### config.mk
export PLATFORM = sky130hd
export DESIGN_NAME = yuv420_to_rgb565_converter
export DESIGN_NICKNAME = d
export VERILOG_FILES = /design/src/sv/yrc_pkg.sv /design/src/sv/yuv420_to_rgb565_converter.sv /design/src/sv/yrc_chroma.sv /design/src/sv/yrc_lane.sv
export SDC_FILE = /design/constraint.sdc
export NUM_CORES = 1
export LEC_CHECK = 0
export ABC_AREA = 1
export BUFFER_PORTS_ARGS = -buffer_cell sky130_fd_sc_hd__buf_4
export CAP_MARGIN = 20
export CORE_MARGIN = 2
export CORE_UTILIZATION = 58
export DETAILED_ROUTE_END_ITERATION = 12
export PLACE_DENSITY = 0.87
export SLEW_MARGIN = 20
export SYNTH_ARGS = -nofsm -noshare
export SYNTH_HDL_FRONTEND = slang
export SYNTH_HIERARCHICAL = 1
export SYNTH_SLANG_ARGS = --single-unit
### constraint.sdc
create_clock -name clk -period 5.9 [get_ports clk]
set_input_delay 0 -clock clk [delete_from_list [all_inputs] [get_ports clk]]
set_output_delay 0 -clock clk [all_outputs]
set_load 0.02 [all_outputs]
### src/sv/yrc_pkg.sv
// Package: payload types, chroma scale constants and shared widths for the YUV420 to RGB565 block.
package yrc_pkg;

  localparam int unsigned LumaWidth  = 8;
  localparam int unsigned TermWidth  = 10;
  localparam int unsigned FracBits   = 16;
  localparam int unsigned CoefWidth  = 17;
  localparam int unsigned PixWidth   = 16;

  // Coefficients in 1.16 fixed point, rounded to nearest. With |c| <= 128 the
  // error stays under 1/1000, below the 1/250 gap of the exact products to any
  // integer, so truncation matches the exact quotient.
  localparam logic [CoefWidth-1:0] KUb = 17'd116130;  // 1.772
  localparam logic [CoefWidth-1:0] KUg = 17'd22554;   // 0.34414
  localparam logic [CoefWidth-1:0] KVg = 17'd46802;   // 0.71414
  localparam logic [CoefWidth-1:0] KVr = 17'd91881;   // 1.402

  localparam logic [7:0] MaskR = 8'hF8;
  localparam logic [7:0] MaskG = 8'hFC;
  localparam logic [4:0] MaskB = 5'h1F;

  typedef struct packed {
    logic [LumaWidth-1:0] luma_top_left;
    logic [LumaWidth-1:0] luma_top_right;
    logic [LumaWidth-1:0] luma_bottom_left;
    logic [LumaWidth-1:0] luma_bottom_right;
    logic [LumaWidth-1:0] chroma_blue;
    logic [LumaWidth-1:0] chroma_red;
  } in_t;

  typedef struct packed {
    logic [31:0] top_pair;
    logic [31:0] bottom_pair;
  } out_t;

  // Chroma contributions shared by the four lanes.
  typedef struct packed {
    logic signed [TermWidth-1:0] ub;
    logic signed [TermWidth-1:0] gsub;
    logic signed [TermWidth-1:0] vr;
  } chroma_terms_t;

endpackage

### src/sv/yuv420_to_rgb565_converter.sv
// Top level: 2x2 YUV420 block to four RGB565 pixels, two-stage pipeline.
//
//  Channel  Ports                         Payload          Moves per request
//  in       in_valid/in_ready/in_data     yrc_pkg::in_t    one 2x2 block, shared U,V
//  out      out_valid/out_ready/out_data  yrc_pkg::out_t   top and bottom pixel pairs
//
// Blocks pass stage 1 and the output register; one per clock while out_ready is high.
// Stage 1 registers the lumas with the scaled chroma terms (constant multipliers);
// stage 2 runs four pixel lanes and merges them into the output register.
// Reset (rst_n low, synchronous) empties both stages; payload is not cleared.
// A stall on out_ready holds the result; stage 1 still fills, so one more
// request is taken before in_ready drops.
module yuv420_to_rgb565_converter (
  input  logic          clk,
  input  logic          rst_n,
  input  logic          in_valid,
  output logic          in_ready,
  input  yrc_pkg::in_t  in_data,
  output logic          out_valid,
  input  logic          out_ready,
  output yrc_pkg::out_t out_data
);

  // Stage 1 state
  logic                          s1_valid_r, s1_valid_nxt;
  logic [yrc_pkg::LumaWidth-1:0] s1_luma_r [4];
  yrc_pkg::chroma_terms_t        s1_terms_r;
  yrc_pkg::chroma_terms_t        terms_nxt;
  logic                          s1_ready;

  // Output stage
  logic          out_valid_r, out_valid_nxt;
  yrc_pkg::out_t out_data_r, out_data_nxt;

  logic [yrc_pkg::PixWidth-1:0] pix [4];

  // Stage 1 moves on when the output register is empty or being drained.
  assign s1_ready = !out_valid_r || out_ready;
  assign in_ready = !s1_valid_r || s1_ready;

  // Chroma terms are computed once per block and shared by all lanes.
  yrc_chroma u_chroma (
    .chroma_blue (in_data.chroma_blue),
    .chroma_red  (in_data.chroma_red),
    .terms       (terms_nxt)
  );

  always_comb begin
    s1_valid_nxt = s1_valid_r;
    if (in_ready) begin
      s1_valid_nxt = in_valid;
    end
  end

  always_ff @(posedge clk) begin
    if (!rst_n) begin
      s1_valid_r <= 1'b0;
    end else begin
      s1_valid_r <= s1_valid_nxt;
    end
  end

  always_ff @(posedge clk) begin
    if (in_valid && in_ready) begin
      s1_luma_r[0] <= in_data.luma_top_left;
      s1_luma_r[1] <= in_data.luma_top_right;
      s1_luma_r[2] <= in_data.luma_bottom_left;
      s1_luma_r[3] <= in_data.luma_bottom_right;
      s1_terms_r   <= terms_nxt;
    end
  end

  // Four pixel lanes: TL, TR, BL, BR.
  for (genvar i = 0; i < 4; i++) begin : g_lane
    yrc_lane u_lane (
      .luma  (s1_luma_r[i]),
      .terms (s1_terms_r),
      .pixel (pix[i])
    );
  end

  // Merge: left pixel in the low half of each row word.
  assign out_data_nxt.top_pair    = {pix[1], pix[0]};
  assign out_data_nxt.bottom_pair = {pix[3], pix[2]};

  always_comb begin
    out_valid_nxt = out_valid_r;
    if (s1_ready) begin
      out_valid_nxt = s1_valid_r;
    end
  end

  always_ff @(posedge clk) begin
    if (!rst_n) begin
      out_valid_r <= 1'b0;
    end else begin
      out_valid_r <= out_valid_nxt;
    end
  end

  always_ff @(posedge clk) begin
    if (s1_valid_r && s1_ready) begin
      out_data_r <= out_data_nxt;
    end
  end

  assign out_valid = out_valid_r;
  assign out_data  = out_data_r;

  // Accepted request lands in stage 1.
  a_in_to_s1: assert property (@(posedge clk) disable iff (!rst_n)
    (in_valid && in_ready) |=> s1_valid_r)
    else $error("accepted request did not reach stage 1");

  // Stage 1 holds its block while the output register is blocked.
  a_s1_hold: assert property (@(posedge clk) disable iff (!rst_n)
    (s1_valid_r && !s1_ready) |=> s1_valid_r)
    else $error("stage 1 block dropped under stall");

  // Stage 1 advancing always fills the output register.
  a_s1_to_out: assert property (@(posedge clk) disable iff (!rst_n)
    (s1_valid_r && s1_ready) |=> out_valid_r)
    else $error("stage 1 advance lost");

  // Reset empties the pipeline.
  a_reset_empty: assert property (@(posedge clk)
    !rst_n |=> (!s1_valid_r && !out_valid_r))
    else $error("pipeline not empty after reset");

endmodule

### src/sv/yrc_chroma.sv
// Chroma scaling: centers U and V and forms the blue, green and red offsets.
module yrc_chroma (
  input  logic [yrc_pkg::LumaWidth-1:0] chroma_blue,
  input  logic [yrc_pkg::LumaWidth-1:0] chroma_red,
  output yrc_pkg::chroma_terms_t        terms
);

  localparam int unsigned ProdWidth = yrc_pkg::LumaWidth + yrc_pkg::CoefWidth;

  logic                 u_neg, v_neg;
  logic [7:0]           u_mag, v_mag;
  logic [ProdWidth-1:0] p_ub, p_ug, p_vg, p_vr;
  logic [8:0]           m_ub, m_ug, m_vg, m_vr;
  logic signed [yrc_pkg::TermWidth-1:0] s_ub, s_ug, s_vg, s_vr;

  // Sign and magnitude of c - 128; magnitude tops out at 128.
  assign u_neg = ~chroma_blue[7];
  assign v_neg = ~chroma_red[7];
  assign u_mag = u_neg ? (8'd128 - {1'b0, chroma_blue[6:0]}) : {1'b0, chroma_blue[6:0]};
  assign v_mag = v_neg ? (8'd128 - {1'b0, chroma_red[6:0]})  : {1'b0, chroma_red[6:0]};

  assign p_ub = ProdWidth'(u_mag) * ProdWidth'(yrc_pkg::KUb);
  assign p_ug = ProdWidth'(u_mag) * ProdWidth'(yrc_pkg::KUg);
  assign p_vg = ProdWidth'(v_mag) * ProdWidth'(yrc_pkg::KVg);
  assign p_vr = ProdWidth'(v_mag) * ProdWidth'(yrc_pkg::KVr);

  // Truncating the magnitude then restoring the sign rounds toward zero.
  assign m_ub = p_ub[yrc_pkg::FracBits +: 9];
  assign m_ug = p_ug[yrc_pkg::FracBits +: 9];
  assign m_vg = p_vg[yrc_pkg::FracBits +: 9];
  assign m_vr = p_vr[yrc_pkg::FracBits +: 9];

  assign s_ub = u_neg ? -$signed({1'b0, m_ub}) : $signed({1'b0, m_ub});
  assign s_ug = u_neg ? -$signed({1'b0, m_ug}) : $signed({1'b0, m_ug});
  assign s_vg = v_neg ? -$signed({1'b0, m_vg}) : $signed({1'b0, m_vg});
  assign s_vr = v_neg ? -$signed({1'b0, m_vr}) : $signed({1'b0, m_vr});

  assign terms.ub   = s_ub;
  assign terms.gsub = s_ug + s_vg;
  assign terms.vr   = s_vr;

endmodule

### src/sv/yrc_lane.sv
// Pixel lane: adds chroma offsets to one luma sample, clamps and packs RGB565.
module yrc_lane (
  input  logic [yrc_pkg::LumaWidth-1:0] luma,
  input  yrc_pkg::chroma_terms_t        terms,
  output logic [yrc_pkg::PixWidth-1:0]  pixel
);

  localparam int unsigned SumWidth = yrc_pkg::TermWidth + 1;

  logic signed [SumWidth-1:0] y_s, r_s, g_s, b_s;
  logic [7:0] r_c, g_c, b_c;

  function automatic logic [7:0] clamp8(input logic signed [SumWidth-1:0] x);
    logic [7:0] res;
    if (x < 0) begin
      res = 8'd0;
    end else if (x > SumWidth'(255)) begin
      res = 8'hFF;
    end else begin
      res = x[7:0];
    end
    return res;
  endfunction

  assign y_s = $signed({{(SumWidth-yrc_pkg::LumaWidth){1'b0}}, luma});
  assign r_s = y_s + SumWidth'(terms.vr);
  assign g_s = y_s - SumWidth'(terms.gsub);
  assign b_s = y_s + SumWidth'(terms.ub);

  assign r_c = clamp8(r_s) & yrc_pkg::MaskR;
  assign g_c = clamp8(g_s) & yrc_pkg::MaskG;
  assign b_c = clamp8(b_s);

  assign pixel = {r_c[7:3], g_c[7:2], b_c[7:3] & yrc_pkg::MaskB};

endmodule
# ---- Yosys cells after proc, flatten, opt, wreduce, memory -nomap -nowiden
# Memory sizes are Yosys's and may differ from the RTL's.
# Cells that the tools add are included.
dict set report classes {
  addsub 19
  multipliers 4
  div 0
  n_lt_le_gt_ge 24
  n_eq_ne 0
  n_shift 0
  muxes 20
  bitwise 0
  reduce_logical 6
}
# op n
set op_table {}
lappend op_table {{greater-than comparator 11 x 9 -> 1 bit, second input constant} 12}
lappend op_table {{< comparator 11 x 1 -> 1 bit, second input constant} 12}
lappend op_table {{two-way mux 8 bit} 14}
lappend op_table {{adder 9 x 10 -> 11 bit} 8}
lappend op_table {{subtractor 9 x 10 -> 11 bit} 4}
lappend op_table {{multiplier 8 x 17 -> 25 bit, second input constant} 1}
lappend op_table {{multiplier 8 x 16 -> 24 bit, second input constant} 1}
lappend op_table {{multiplier 8 x 15 -> 23 bit, second input constant} 1}
lappend op_table {{multiplier 8 x 14 -> 22 bit, second input constant} 1}
lappend op_table {{two-way mux 10 bit} 2}
lappend op_table {{negation 9 -> 10 bit} 2}
lappend op_table {{two-way mux 9 bit} 2}
lappend op_table {{subtractor 8 x 7 -> 8 bit, first input constant} 2}
lappend op_table {{adder 10 bit} 1}
lappend op_table {{negation 7 -> 10 bit} 1}
lappend op_table {{negation 8 -> 10 bit} 1}
lappend op_table {{logical AND 1 bit} 2}
lappend op_table {{zero test 1 bit} 2}
lappend op_table {{logical OR 1 bit} 2}
lappend op_table {{two-way mux 1 bit} 2}
dict set report totals {
  ff_bits 96
  latch_bits 0
  ram_bits 32
  rom_bits 0
  input_bits 52
  out_inout_bits 66
  elab_cells 93
  n_memories 1
}
# memory words word_bits rd rd_clocked_by_memory_dff write_ports line_no
set memory_table {}
lappend memory_table {s1_luma_r 4 8 4 0 4 yuv420_to_rgb565_converter.sv:26} ;# logic [yrc_pkg::LumaWidth-1:0] s1_luma_r [4];

# ---- Logic depth before layout (Yosys ltp)
dict set report depth {
  ltp_word 6
  mapped_depth 46
  mapped_depth_nobuf 46
}

# ---- Modules after synthesis
# The synthesis kept the hierarchy.
# module n_inst cells_each area_each_um2 seq_area_each_um2
set modules_own_cells {}
lappend modules_own_cells {yrc_chroma 1 1249 8614.5 0.0}
lappend modules_own_cells {yrc_lane 4 297 1580.3 0.0}
lappend modules_own_cells {yuv420_to_rgb565_converter 1 139 3878.7 3823.7}

# ---- Worst setup path after synthesis
# No wires, ideal clock.
dict set report synth_timing {
  path_type {input to register}
  start {input in_data[0] (netlist name)}
  end {register s1_terms_r[19] (netlist name), data pin}
  setup_ps 253
  t_arrival_ps 5793
  required_time_ps 5647
  path_slack_ps -146
  cell_stages 44
  n_path_buf 0
  cell_sequence {inv_2 ha_1 inv_1 nor2_1 inv_1 nor2_1 inv_1 o31ai_2 xor2_1 ha_1 nand2_1 inv_1 nor2_1 ha_1 inv_1 fa_1 fa_1 inv_1 (+8 left out) ha_1 nand3_1 nor2_1 nand2_1 nand2_1 xnor2_1 ha_1 inv_1 nor4_1 nand2_1 o311ai_0 a31oi_1 inv_1 nand4_1 nand2_1 nand2_1 inv_1 nor2_1}
}
# element line_no
set synth_lines {}
lappend synth_lines {{from (decl)} yuv420_to_rgb565_converter.sv:18} ;# input yrc_pkg::in_t in_data,
lappend synth_lines {{to (signal assigned)} yuv420_to_rgb565_converter.sv:69} ;# s1_terms_r <= terms_nxt;
lappend synth_lines {{to (decl)} yuv420_to_rgb565_converter.sv:27} ;# yrc_pkg::chroma_terms_t s1_terms_r;

==> flow_summary_export.csv <==
group,metric,value,unit
status,status,"complete, but fails checks",
status,violations,"setup timing",
timing,rsz0062_at_grt,"true",
yosys,synthCells,2576,
timing,hold_viol_final,0,
yosys,syn_nets,3020,
worst_setup_path,crit_arrival,6.17,ns
min_path,hp-class,"primary input to register",
clock_tree,htreeDepth,4,
layout,syn2layout_area_growth,19.71,%
clock_tree,clkLatencyLatePin,0.43,ns
yosys,synth_area_leaders,"edfxtp_1 20%, ha_1 20%, nand2_1 13%",
worst_setup_path,crit_path_start_kind,"primary input",
global_routing,met2_usage,57.99,%
power_and_ir_drop,power_density,609.4,nW/um^2
timing,finalCriticalPeriod,5.981,ns
clock_tree,cts-root-buf,"clkbuf_16",
clock_tree,cts_tree,"built",
timing,max_slew_margin,39.52,%
routing,dr.pass1.iters,5,
min_path,hold_end,"s1_terms_r[22]",
layout,n_fill_cell,2457,
routing,totalWireLength,52330,um
yosys,synth_common_cells,"655 x nand2_1, 505 x inv_1, 298 x ha_1",
global_routing,grt_overflow_total,0,
global_routing,busiest_layer,"met2",
floorplanning,core,31720,um^2
yosys,synth.most_common_cell,"nand2_1",
floorplanning,die_h,184.1,um
clock_tree,cts_made_buffers,17,
power_and_ir_drop,clockPowerShare,8.1,%
worst_setup_path,slowest_delay,0.55,ns
timing,slew_violations,0,
layout,nets,3309,
worst_setup_path,rr_worst_depth,12,
floorplanning,ios,118,
floorplanning,design.die.area,33890,um^2
timing,fin_skew,0.01195,ns
yosys,synth_area,18810,um^2
power_and_ir_drop,swShare,51.11,%
worst_setup_path,crit_fanout,5,
power_and_ir_drop,p_leak,12.11,nW
placement,dpl.hpwl,41460,um
routing,viasPerCell,5.418,
yosys,ys_warn_count,6,
layout,n_antenna_cell,0,
yosys,synth_edf_count,126,
placement,portBuffers,117,
power_and_ir_drop,max-vdd-ir-drop,646.8,uV
yosys,synth-seq-area-share,20.32,%
routing,ant_nets,0,
floorplanning,rows,65,
placement,pre_cts_slack,-0.6070,ns
min_path,hold_start,"in_data[15]",
layout,drive_gt1_share,14.74,%
timing,setup_ws,-0.08137,ns
global_routing,grt_pass1_vias,17910,
worst_setup_path,critPathMostFrequentCell,"nand2_1",
clock_tree,clk_path_buf_depth,2,
global_routing,track_usage,31.14,%
timing,post-route-period-util,101.4,%
clock_tree,clk_pin_slew_worst_paths,0.06,ns
worst_setup_path,r2r_end,"out_data[50]",
global_routing,grt_first_pass_wirelength,83830,um
global_routing,grt_max_degree,65,
yosys,synth_area_leader_cell,"edfxtp_1",
worst_setup_path,reg2reg_from,"s1_luma_r[1][1]",
yosys,ys.flop_type,"edfxtp_1",
global_routing,grt_use_met3,3.438,%
yosys,yosysTopAreaCellShare,20.11,%
yosys,async_reset_ff_share,0,%
worst_setup_path,cp_data_required_time,6.09,ns
clock_tree,cts.sinks,128,
global_routing,grt.met1_usage,34.91,%
routing,drc,0,
worst_setup_path,crit_type,"primary input to register",
routing,initialDrtViolationCount,1099,
flow_run,maxCapViolCount,0,
worst_setup_path,slowest_stage,"fa_1",
yosys,ys_seq_elements,128,
worst_setup_path,rrSetupSlack,3.49,ns
min_path,whs_path_depth,3,
global_routing,antenna_found_initial,0,
routing,wire_per_inst,15.96,um
floorplanning,fp.dieW,184.1,um
timing,max_freq,167.2,MHz
placement,place_congestion,0.9498,
power_and_ir_drop,p_total,13.72,mW
yosys,yosysUniqueCellTypes,49,
worst_setup_path,cp-end-kind,"register",
floorplanning,start_util,59.32,%
timing,setup_viol,1,
power_and_ir_drop,p_sw,7.014,mW
power_and_ir_drop,intPower,6.710,mW
power_and_ir_drop,p_comb_share,78.8,%
power_and_ir_drop,sequentialPowerShare,13.1,%
yosys,syn_area_per_cell,7.304,um^2
timing,max_slew.worst_pin.slew,0.9072,ns
routing,vias,17770,
-- through the flow --
step	hold WS, ns	area, um^2	TNS, ns	util [%]	instances
detailed placement	0.1793	21090	-2.368	66.49	3196
CTS	0.1767	22170	0	69.91	3268
finish	0.1776	22520	-0.08137	71.01	3279
global placement	0.1782	21090	-0.6806	66.49	3196
global route	0.1997	22520	-1.370	71.01	3279
floorplan	0.09887	18930	0	-	2576
-- registers in the layout, summed over array words and instances (netlist names) --
signal,cells
out_data,64
s1_luma_r,32
s1_terms_r,30
out_valid,1
s1_valid_r,1
-- timing repair --
item                                    CTS  global route
hold buffers                             37             0
endpoints found under the hold margin    35             0
resized for setup                        11            65
endpoints found under the setup margin    2             5
setup buffers                             4            11
pin swaps                                 3            43
-- layout make-up --
cell class / instances / area [um^2] / share of cell area, %
Tap cell: 402 / 503.0 / 2.233
Clock inverter: 14 / 190.2 / 0.8444
Multi-Input combinational cell: 1933 / 13480 / 59.84
Inverter: 509 / 1921 / 8.527
Clock buffer: 17 / 425.4 / 1.889
Timing Repair Buffer: 276 / 2183 / 9.694
Sequential cell: 128 / 3824 / 16.98
-- metal layers --
metal | part of all wire, % | up-vias
met4 | 5.6 | 0
li1 | - | 8794
met2 | 50 | 584
met3 | 4.7 | 190
met1 | 39 | 8197
met5 | 0 | -
-- worst max-delay path by stage --
stage | start | to | cells past startpoint | slack, ns
floorplan | in_data[0] | s1_terms_r[18] | 34 | 0.03
global placement | in_data[0] | s1_terms_r[18] | 36 | -0.26
detailed placement | in_data[0] | s1_terms_r[19] | 44 | -0.61
CTS | in_data[0] | s1_terms_r[19] | 45 | 0.003
global route | in_data[1] | s1_terms_r[19] | 44 | -0.59
finish | in_data[0] | s1_terms_r[19] | 46 | -0.08
-- logic make-up (layout without fill, tap and decap cells) --
kind of cell | Yosys count | count (layout) | synth area share, %
buf+inv | 515 | 816 | 10.33
fa+ha+maj | 392 | 392 | 29.82
flops | 128 | 128 | 20.32
compound gates | 226 | 226 | 6.803
simple gates | 1224 | 1224 | 28.44
xor+xnor | 91 | 91 | 4.276
-- critical path: cells and delay by family --
family / cells / cell delay (ns)
adder cells (fa/ha/maj): 8 / 2.31
AND/OR/NAND/NOR: 17 / 1.78
buffers and inverters: 13 / 0.91
AO/OA/AOI/OAI: 5 / 0.72
XOR/XNOR: 3 / 0.46
-- power groups by stage --
stage | logic (mW) | registers [mW] | clock network [mW]
6_report | 10.8 | 1.80 | 1.11
2_1_floorplan | 6.91 | 1.78 | 0
3_3_place_gp | 9.45 | 1.80 | 0
4_1_cts | 10.0 | 1.79 | 1.12
5_1_grt | 12.1 | 1.82 | 1.17
3_5_place_dp | 9.81 | 1.80 | 0
-- cell usage in the layout (no fill, tap or decap), types with 54 or more instances in the layout --
master    count
xor2_1       54
buf_4       235
nand2_1     645
a21oi_1     116
ha_1        282
edfxtp_1    126
nor2_1      271
fa_1         92
inv_1       494
nand3_1     123
Note: power is estimated with default switching activity, not from simulation.
